`src/kopp_pkg.sv`:
```
// ----------------------------------------------------------------------------
// kopp_pkg
// Shared types and constants of the key origin path parser: request and
// response payloads, parser state, phase and status codes.
// ----------------------------------------------------------------------------
`default_nettype none

package kopp_pkg;

   localparam int MAX_STEPS = 16;
   localparam int STEPS_W   = $clog2(MAX_STEPS + 1);

   localparam logic [7:0] CH_SLASH = 8'h2F;
   localparam logic [7:0] CH_APOS  = 8'h27;
   localparam logic [7:0] CH_ZERO  = 8'h30;
   localparam logic [3:0] FP_CHARS = 4'd8;

   typedef enum logic [1:0] {
      PH_FP    = 2'd0,
      PH_PATH  = 2'd1,
      PH_DRAIN = 2'd2
   } phase_type;

   typedef enum logic [2:0] {
      ST_OK       = 3'd0,
      ST_EMPTY    = 3'd1,
      ST_BAD_LEN  = 3'd2,
      ST_BAD_KEY  = 3'd3,
      ST_RANGE    = 3'd4,
      ST_TOO_MANY = 3'd5
   } status_type;

   typedef struct packed {
      logic [7:0] character;
      logic       char_present;
      logic       last;
   } req_type;

   typedef struct packed {
      logic        step_valid;
      logic [3:0]  step_index;
      logic [31:0] step_value;
      logic        done_res;
      logic [2:0]  status;
      logic [31:0] fingerprint;
      logic [4:0]  step_count;
   } rsp_type;

   typedef struct packed {
      phase_type          phase;
      logic [3:0]         chars_seen;
      logic [31:0]        fp_accum;
      logic               hex_bad;
      logic [30:0]        token_accum;
      logic [1:0]         token_len;
      logic               token_first_zero;
      logic               apostrophe_pending;
      logic               token_bad;
      logic [STEPS_W-1:0] steps_done;
      status_type         error_code;
   } state_type;

   localparam state_type STATE_RST = '{
      phase:              PH_FP,
      chars_seen:         4'd0,
      fp_accum:           32'd0,
      hex_bad:            1'b0,
      token_accum:        31'd0,
      token_len:          2'd0,
      token_first_zero:   1'b0,
      apostrophe_pending: 1'b0,
      token_bad:          1'b0,
      steps_done:         '0,
      error_code:         ST_OK
   };

endpackage

`default_nettype wire

```
`src/kopp_step.sv`:
```
// ----------------------------------------------------------------------------
// kopp_step
// Next-state and response logic for one request: fingerprint hex capture,
// decimal step accumulation, step close checks and end-of-text result.
// ----------------------------------------------------------------------------
`default_nettype none

module kopp_step (
   input  kopp_pkg::state_type cur_state,
   input  kopp_pkg::req_type   req,
   output kopp_pkg::state_type nxt_state,
   output kopp_pkg::rsp_type   rsp,
   output logic                rsp_emit
);

   function automatic logic [4:0] hex_digit(input logic [7:0] c);
      logic [4:0] h;
      h = 5'd16;
      if (c >= 8'h30 && c <= 8'h39) begin
         h = 5'(c - 8'h30);
      end else if (c >= 8'h61 && c <= 8'h66) begin
         h = 5'(c - 8'h61 + 8'd10);
      end else if (c >= 8'h41 && c <= 8'h46) begin
         h = 5'(c - 8'h41 + 8'd10);
      end
      return h;
   endfunction

   function automatic kopp_pkg::state_type do_fail(input kopp_pkg::state_type s,
                                                   input kopp_pkg::status_type code);
      kopp_pkg::state_type r;
      r = s;
      if (r.error_code == kopp_pkg::ST_OK) begin
         r.error_code = code;
      end
      r.phase = kopp_pkg::PH_DRAIN;
      return r;
   endfunction

   function automatic kopp_pkg::state_type token_clear(input kopp_pkg::state_type s);
      kopp_pkg::state_type r;
      r = s;
      r.token_accum        = '0;
      r.token_len          = '0;
      r.token_first_zero   = 1'b0;
      r.apostrophe_pending = 1'b0;
      r.token_bad          = 1'b0;
      return r;
   endfunction

   function automatic kopp_pkg::state_type token_add(input kopp_pkg::state_type s,
                                                     input logic [7:0] c);
      kopp_pkg::state_type r;
      logic [34:0]         v;
      logic                digit;
      r = s;
      // an apostrophe that was not final counts as a bad character
      if (r.apostrophe_pending) begin
         r.token_bad = 1'b1;
         if (r.token_len == 2'd0) begin
            r.token_first_zero = 1'b0;
         end
         if (r.token_len < 2'd2) begin
            r.token_len = r.token_len + 2'd1;
         end
         r.apostrophe_pending = 1'b0;
      end
      if (c == kopp_pkg::CH_APOS) begin
         r.apostrophe_pending = 1'b1;
      end else begin
         if (r.token_len == 2'd0) begin
            r.token_first_zero = (c == kopp_pkg::CH_ZERO);
         end
         if (r.token_len < 2'd2) begin
            r.token_len = r.token_len + 2'd1;
         end
         if (!r.token_bad) begin
            digit = (c >= 8'h30 && c <= 8'h39);
            // times ten as shift and add
            v = {1'b0, r.token_accum, 3'b000} + {3'b000, r.token_accum, 1'b0}
                + {31'd0, c[3:0]};
            if (!digit || v[34:31] != 4'd0) begin
               r.token_bad = 1'b1;
            end else begin
               r.token_accum = v[30:0];
            end
         end
      end
      return r;
   endfunction

   function automatic kopp_pkg::status_type close_check(input kopp_pkg::state_type s);
      kopp_pkg::status_type code;
      code = kopp_pkg::ST_OK;
      if (s.token_len == 2'd0) begin
         code = kopp_pkg::ST_BAD_KEY;
      end else if (s.token_first_zero && s.token_len >= 2'd2) begin
         code = kopp_pkg::ST_RANGE;
      end else if (s.token_bad) begin
         code = kopp_pkg::ST_BAD_KEY;
      end else if (s.steps_done >= kopp_pkg::STEPS_W'(kopp_pkg::MAX_STEPS)) begin
         code = kopp_pkg::ST_TOO_MANY;
      end
      return code;
   endfunction

   kopp_pkg::state_type               s;
   kopp_pkg::status_type              code;
   logic [4:0]                        h;
   logic [kopp_pkg::STEPS_W+4:0]      steps_ext;

   always_comb begin
      s         = cur_state;
      rsp       = '0;
      rsp_emit  = 1'b0;
      code      = kopp_pkg::ST_OK;
      h         = hex_digit(req.character);
      steps_ext = '0;

      if (req.char_present) begin
         case (s.phase)
            kopp_pkg::PH_FP: begin
               if (req.character == kopp_pkg::CH_SLASH) begin
                  if (s.chars_seen != kopp_pkg::FP_CHARS) begin
                     s = do_fail(s, kopp_pkg::ST_BAD_LEN);
                  end else if (s.hex_bad) begin
                     s = do_fail(s, kopp_pkg::ST_BAD_KEY);
                  end else begin
                     s.phase = kopp_pkg::PH_PATH;
                     s = token_clear(s);
                  end
               end else begin
                  if (s.chars_seen < kopp_pkg::FP_CHARS) begin
                     if (h[4]) begin
                        s.hex_bad = 1'b1;
                     end else begin
                        s.fp_accum = {s.fp_accum[27:0], h[3:0]};
                     end
                  end
                  if (s.chars_seen < 4'd9) begin
                     s.chars_seen = s.chars_seen + 4'd1;
                  end
               end
            end
            kopp_pkg::PH_PATH: begin
               if (req.character == kopp_pkg::CH_SLASH) begin
                  code = close_check(s);
                  if (code == kopp_pkg::ST_OK) begin
                     steps_ext      = {5'd0, s.steps_done};
                     rsp.step_valid = 1'b1;
                     rsp.step_index = steps_ext[3:0];
                     rsp.step_value = {s.apostrophe_pending, s.token_accum};
                     rsp_emit       = 1'b1;
                     s.steps_done   = s.steps_done + kopp_pkg::STEPS_W'(1);
                     s = token_clear(s);
                  end else begin
                     s = do_fail(s, code);
                  end
               end else begin
                  s = token_add(s, req.character);
               end
            end
            default: begin
            end
         endcase
      end

      if (req.last) begin
         case (s.phase)
            kopp_pkg::PH_FP: begin
               if (s.chars_seen == 4'd0) begin
                  s = do_fail(s, kopp_pkg::ST_EMPTY);
               end else if (s.chars_seen != kopp_pkg::FP_CHARS) begin
                  s = do_fail(s, kopp_pkg::ST_BAD_LEN);
               end else if (s.hex_bad) begin
                  s = do_fail(s, kopp_pkg::ST_BAD_KEY);
               end
            end
            kopp_pkg::PH_PATH: begin
               if (close_check(s) == kopp_pkg::ST_OK) begin
                  steps_ext      = {5'd0, s.steps_done};
                  rsp.step_valid = 1'b1;
                  rsp.step_index = steps_ext[3:0];
                  rsp.step_value = {s.apostrophe_pending, s.token_accum};
                  s.steps_done   = s.steps_done + kopp_pkg::STEPS_W'(1);
               end else begin
                  s = do_fail(s, close_check(s));
               end
            end
            default: begin
            end
         endcase
         steps_ext    = {5'd0, s.steps_done};
         rsp.done_res = 1'b1;
         rsp.status   = s.error_code;
         if (s.error_code == kopp_pkg::ST_OK) begin
            rsp.fingerprint = s.fp_accum;
            rsp.step_count  = steps_ext[4:0];
         end else begin
            rsp.step_valid = 1'b0;
            rsp.step_index = '0;
            rsp.step_value = '0;
         end
         rsp_emit = 1'b1;
         s = kopp_pkg::STATE_RST;
      end

      nxt_state = s;
   end

endmodule

`default_nettype wire

```
`src/key_origin_path_parser.sv`:
```
// ----------------------------------------------------------------------------
// key_origin_path_parser
// Streams a key origin text one character per request: an 8 hex digit
// fingerprint followed by '/'-separated decimal steps, hardened with a
// trailing apostrophe.
//
// req channel: valid/ready, one character (or an end-only marker) per
// request; last closes the text. rsp channel: valid/ready, at most one
// response per request, either a completed step, the final result with
// status, fingerprint and step count, or both when the end closes a step.
// A request with no character and no last is consumed silently.
//
// A request is captured in the request register when it is accepted, and
// the parser logic then loads the response register from it once that
// register is empty or being read. Throughput is one request per cycle
// while no held response stalls it. When rsp_ready is low the response
// register holds and one further request waits in the request register
// before req_ready drops. Synchronous reset empties both registers and
// returns the parser to the start of a text.
// ----------------------------------------------------------------------------
`default_nettype none

module key_origin_path_parser (
   input  wire logic              clock,
   input  wire logic              reset,
   input  wire logic              req_valid,
   output logic                   req_ready,
   input  wire kopp_pkg::req_type req_data,
   output logic                   rsp_valid,
   input  wire logic              rsp_ready,
   output kopp_pkg::rsp_type      rsp_data
);

   kopp_pkg::req_type   req_ff;
   logic                req_valid_ff;
   kopp_pkg::state_type state_ff;
   kopp_pkg::state_type state_in;
   kopp_pkg::rsp_type   rsp_ff;
   kopp_pkg::rsp_type   rsp_in;
   logic                rsp_valid_ff;
   logic                emit;
   logic                advance;

   kopp_step u_step (
      .cur_state (state_ff),
      .req       (req_ff),
      .nxt_state (state_in),
      .rsp       (rsp_in),
      .rsp_emit  (emit)
   );

   assign advance   = req_valid_ff && (!rsp_valid_ff || rsp_ready);
   assign req_ready = !req_valid_ff || advance;
   assign rsp_valid = rsp_valid_ff;
   assign rsp_data  = rsp_ff;

   always_ff @(posedge clock) begin
      if (reset) begin
         req_valid_ff <= 1'b0;
         rsp_valid_ff <= 1'b0;
         state_ff     <= kopp_pkg::STATE_RST;
      end else begin
         if (req_ready) begin
            req_valid_ff <= req_valid;
         end
         if (advance) begin
            state_ff <= state_in;
         end
         if (advance && emit) begin
            rsp_valid_ff <= 1'b1;
         end else if (rsp_ready) begin
            rsp_valid_ff <= 1'b0;
         end
      end
   end

   always_ff @(posedge clock) begin
      if (req_ready && req_valid) begin
         req_ff <= req_data;
      end
      if (advance && emit) begin
         rsp_ff <= rsp_in;
      end
   end

endmodule

`default_nettype wire

```
`config.mk`:
```
export PLATFORM = sky130hd
export DESIGN_NAME = key_origin_path_parser
export DESIGN_NICKNAME = d
export VERILOG_FILES = /design/src/kopp_pkg.sv /design/src/kopp_step.sv /design/src/key_origin_path_parser.sv
export SDC_FILE = /design/constraint.sdc
export NUM_CORES = 1
export LEC_CHECK = 0
export BUFFER_PORTS_ARGS = -buffer_cell sky130_fd_sc_hd__buf_2
export CORE_MARGIN = 2
export CORE_UTILIZATION = 54
export CTS_CLUSTER_SIZE = 40
export DETAILED_ROUTE_END_ITERATION = 7
export PLACE_DENSITY = 0.82
export SETUP_SLACK_MARGIN = 0.2
export SYNTH_ARGS = -nofsm -noshare
export SYNTH_HDL_FRONTEND = slang
export SYNTH_SLANG_ARGS = --single-unit
```
`constraint.sdc`:
```
create_clock -name clock -period 5.9 [get_ports clock]
set_input_delay 1.18 -clock clock [delete_from_list [all_inputs] [get_ports clock]]
set_output_delay 1.18 -clock clock [all_outputs]
set_load 0.005 [all_outputs]
```
==> results of run 1 <==
sequential cells by signal (all words and copies together), names as in the netlist:
signal,count
req_valid_ff,1
req_ff,10
state_ff,83
rsp_valid,1
rsp_data,78
cells in the final DEF, fill, tap and decap left out, types with 14 or more instances in the layout:
master and count:
a21oi_1 84, a22oi_1 51, buf_2 93, buf_4 16, clkbuf_16 17, dfxtp_1 85
edfxtp_1 88, ha_1 73, inv_1 28, nand2_1 136, nand3_1 27, nor2_1 118
nor3_1 21, o21ai_0 49, xnor2_1 21, xor2_1 14
worst max-delay path, cell delays in order, from the launching register on:
cell and delay, ns:
edfxtp_1 0.56, inv_1 0.22, fa_1 0.56, fa_1 0.46, nand2b_1 0.17, a21oi_1 0.19
o211ai_1 0.17, o2bb2ai_1 0.33, a41oi_1 0.24, xnor2_1 0.21, o31a_1 0.33, a211o_1 0.31
nor3b_4 0.30, nand2_2 0.51, a21oi_1 0.35
power breakdown:
part	switching, mW	internal (mW)
sequential	0.00993	1.27
clock	0.585	0.585
combinational	0.0759	0.0282
metal layers:
metal / share of wire, % / global-route usage (%) / wire length, µm / up-vias
met5: 0 / 0 / 0 / -
met4: 3.5 / 12.1 / 916 / 0
met3: 7.7 / 5.61 / 2010 / 72
met2: 45 / 40.1 / 11700 / 419
met1: 43 / 34.9 / 11300 / 4222
li1: - / - / - / 4165
final timing paths:
path                                  start                         end  slack [ns]
setup / recovery        req_ff[5]$_DFFE_PP_  rsp_data[13]$_SDFFCE_PN0P_        0.78
hold / removal    state_ff[25]$_SDFFE_PP0P_   state_ff[25]$_SDFFE_PP0P_        0.49
setup reg to reg        req_ff[5]$_DFFE_PP_  rsp_data[13]$_SDFFCE_PN0P_        0.78
hold reg to reg   state_ff[25]$_SDFFE_PP0P_   state_ff[25]$_SDFFE_PP0P_        0.49
cell families after synthesis:
kind of cell / synth area share, %
and+or+nand+nor: 18.5
AOI/OAI and AO/OA: 21.1
DFF: 43.4
buffers and inverters: 3.56
adders and majority gates: 9.52
xor gates and xnor gates: 3.06
muxes: 0.824
cell type report:
type,count,area (µm²),share of cell area (%)
multi-input combinational,828,5330,47.2
sequential,173,4340,38.5
timing repair buffer,109,586,5.19
clock buffer,17,425,3.77
tap,229,287,2.54
clock inverter,15,211,1.87
inverter,29,109,0.964
stage by stage:
step                      utilization [%]  instances  instance area (µm²)
final                                62.4       1400                11300
after global routing                 62.4       1400                11300
after CTS                            62.4       1400                11300
after detailed placement             58.9       1368                10700
after global placement               58.9       1368                10700
after floorplan                         -       1091                10000
==> results.toml, run 1 <==
[run_status]
status = "finished, final reports clean"

[synth]
ys_ff_latch = 173
synth_area_leaders = "edfxtp_1 (26%), dfxtp_1 (17%), ha_1 (9.1%)"
netlist_instances = 1091
synth_async_sr_flop_share_pct = 0
synth_cell_types = 82
synth_area_per_cell_um2 = 9.18
synth-seq-area-share_pct = 43.4
netlist_area_um2 = 10000
synth-main-ff-cell = "edfxtp_1"
synth_common_cells = "nand2_1 (136), nor2_1 (119), edfxtp_1 (88)"
synth_area_leader_cell = "edfxtp_1"
synth_top_area_share_pct = 26.4
synth_edf_count = 88
yosys.cell_count.top_type = "nand2_1"
synth_nets = 1180
yosysWarnings = 0

[timing]
fmax_mhz = 195
rsz0062_at_grt = "no"
whs_ns = 0.488
report.final.slew_viol_count = 0
fin_crit_sh_pct = 86.8
relSlewSlack_pct = 38.5
fin_setup_tns_ns = 0
skew_ns = 0.0112
max_slew.worst_pin.slew_ns = 0.915
hold_viol_final = 0
setup_viol = 0
fin_crit_ns = 5.12
layout_setup_ws_ns = 0.777

[grt]
track_usage_pct = 25.9
grt_pass1_wl_um = 40900
grt_max_degree = 55
antenna_found_initial = 0
overflow = 0
grt_pass1_vias = 8080

[detailed_routing]
drt-total-wl_um = 26000
first_pass_iters = 6
via_per_inst = 6.34
wl_per_cell_um = 18.5
ant_nets = 0
vias = 8878
drcViolationCount = 0
drtIter0Drc = 1044

[pwr]
p_leak_nw = 4.74
peakVddDrop_v = 0.000202
power_mw = 2.55
power_density_nw_per_um2 = 226

[cts]
root_buffer = "clkbuf_16"
cts-hold-fix-buffers = 0
cts_tree = "done"
cts_buffers = 17
cts_buffer_depth = 2
clk_latency_ns = 0.45
cts_max_level = 4
cts_sinks = 173
cts_resized = 0
clkTransAtPathRegs_ns = 0.07
post_cts_buffers = 0

[placement]
portBuffers = 93
gp_congestion = 0.964
post-dp-hpwl_um = 17600
pre_cts_slack_ns = 0.888

[floorplanning]
dieArea_um2 = 19700
rows = 49
die_w_um = 140
pin_count = 94
start_util_pct = 55.4
dieHeight_um = 140
core_area_um2 = 18100

[setup_path]
critPathCaptureType = "register"
r2r_cells = 14
cp_max_fo = 37
crit_type = "reg -> reg"
startpoint_type = "register"
arrival_ns = 5.38
cp_data_required_time_ns = 6.16

[flow_run]
drv_cap = 0

[final_layout]
fin_nets = 1247
syn_to_final_growth_pct = 12.7
drive_above_1_share_pct = 13.9
nFillCells = 1486
diodes = 0

[worst_hold_path]
hold_path_class = "reg -> reg"
min_path_cells = 2
No activity file was read; power rests on OpenSTA's default activity.
==> inputs of run 2 (changes only) <==
- CORE_UTILIZATION: 54 -> 55
- PLACE_DENSITY: 0.82 -> 0.83
==> run 2 against run 1 <==
  * Worst hold slack better by 0.0045 ns
  * Clock skew up 0.0075 ns
  * First-iteration DRC count up 18%
  * Fmax down 0.33%
  * Utilization up 0.64 points
  * Final cell count unchanged
  * Combinational power about the same
  * Largest cell class unchanged
  * Via count down 0.10%
  * Total power up 0.32%
  * Flip-flop and latch count unchanged
==> results.toml, run 2 (synthesized netlist as in run 1, its figures left out) <==
[worst_hold_path]
hold_start = "state_ff[28]$_SDFFE_PP0P_"
min_path_cells = 2
holdPathEnd = "state_ff[28]$_SDFFE_PP0P_"
hold_path_class = "reg -> reg"

[final_layout]
largest_reg_flops = 83
syn_to_final_growth_pct = 12.7
layout_common_cells = "nand2_1 (136), nor2_1 (118), buf_2 (93), edfxtp_1 (88), dfxtp_1 (85)"
largest-register = "state_ff"
multi_input_area_um2 = 5330
regArea_um2 = 4340
drive_above_1_share_pct = 13.9
fin_util_pct = 63.1
diodes = 0
nFillCells = 1477
fin_area_um2 = 11300
layout_commonest_cell = "nand2_1"
fin_nets = 1247

[setup_path]
cp_max_fo = 37
arrival_ns = 5.39
r2r_start = "req_ff[5]$_DFFE_PP_"
r2r-end = "rsp_data[12]$_SDFFCE_PN0P_"
cp_data_required_time_ns = 6.15
r2r_slack_ns = 0.76
crit_type = "reg -> reg"
crit_start = "req_ff[5]$_DFFE_PP_"
startpoint_type = "register"
critPathCaptureType = "register"
r2r_cells = 14

[grt]
track_usage_pct = 27.1
grt_pass1_wl_um = 42800
grt_max_degree = 79
antenna_found_initial = 0
grt_pass1_vias = 8271
overflow = 0

[floorplanning]
dieArea_um2 = 19300
rows = 49
dieHeight_um = 139
pin_count = 94
core_area_um2 = 17900
start_util_pct = 55.9
die_w_um = 139

[placement]
post-dp-hpwl_um = 17900
gp_congestion = 0.946
portBuffers = 93
place_area_um2 = 10700

[timing]
report.final.slew_viol_count = 0
fin_crit_ns = 5.14
whs_ns = 0.493
max_slew.worst_pin.slew_ns = 1.20
relSlewSlack_pct = 20.0
setup_viol = 0
fmax_mhz = 195
fin_setup_tns_ns = 0
hold_viol_final = 0
rsz0062_at_grt = "no"
skew_ns = 0.0188
fin_crit_sh_pct = 87.1

[detailed_routing]
vias = 8869
drt-total-wl_um = 26600
via_per_inst = 6.34
wl_per_cell_um = 19.0
first_pass_iters = 6
drtIter0Drc = 1236
ant_nets = 0
drcViolationCount = 0

[cts]
cts_max_level = 4
cts-hold-fix-buffers = 0
post_cts_buffers = 0
cts_resized = 0
cts_tree = "done"
cts_sinks = 173
cts_buffer_depth = 2
root_buffer = "clkbuf_16"
clkTransAtPathRegs_ns = 0.08
clk_latency_ns = 0.45
cts_buffers = 17

[run_status]
status = "finished, final reports clean"

[pwr]
p_leak_nw = 4.74
peakVddDrop_v = 0.000224
power_mw = 2.56
power_density_nw_per_um2 = 227

[flow_run]
drv_cap = 0
==> run 2: report_power, final <==
group          internal [mW]  switching [mW]  total (mW)
Clock                  0.588           0.591        1.18
Sequential              1.27         0.00964        1.28
Combinational         0.0282          0.0757       0.104
Total                   1.88           0.676        2.56
==> run 2: how the worst max path moves through the flow <==
stage          cells past startpoint  slack (ns)                         end
2_1_floorplan                     18        1.61      rsp_data[62]$_DFFE_PP_
3_3_place_gp                      14        1.14   rsp_data[4]$_SDFFCE_PN0P_
3_5_place_dp                      14        0.87  rsp_data[12]$_SDFFCE_PN0P_
4_1_cts                           14        0.84  rsp_data[12]$_SDFFCE_PN0P_
5_1_grt                           14        0.47  rsp_data[12]$_SDFFCE_PN0P_
6_report                          14        0.76  rsp_data[12]$_SDFFCE_PN0P_
==> run 2: through the flow <==
stage / cells / setup WS, ns
6_report: 1400 / 0.760
5_1_grt: 1400 / 0.473
2_1_floorplan: 1091 / 1.61
4_1_cts: 1400 / 0.844
3_3_place_gp: 1368 / 1.14
3_5_place_dp: 1368 / 0.868
==> run 2: area by class of cell <==
type | count | share of cell area [%]
clock buffers | 17 | 3.77
multi-input cells | 828 | 47.2
repair buffers | 109 | 5.19
flip-flops and latches | 173 | 38.5
well taps | 229 | 2.54
clock inverters | 15 | 1.87
inverters | 29 | 0.964
==> run 2: routing by layer <==
metal  wire [µm]  part of all wire, %  GRT usage (%)
met1       11500                   43           38.1
met2       12300                   46           42.8
met3        2200                  8.3           4.97
met4         630                  2.4           8.98
met5           0                    0              0
==> run 2: worst max-delay path: stages, from the launching register on <==
cell and delay, ns:
edfxtp_1 0.53, inv_1 0.21, fa_1 0.55, fa_1 0.46, nand2b_1 0.18, a21oi_1 0.22
o211ai_1 0.18, o2bb2ai_1 0.35, a41oi_1 0.24, xnor2_1 0.19, o31a_1 0.32, a211o_1 0.31
nor3b_4 0.32, nand2_2 0.48, a21oi_1 0.37
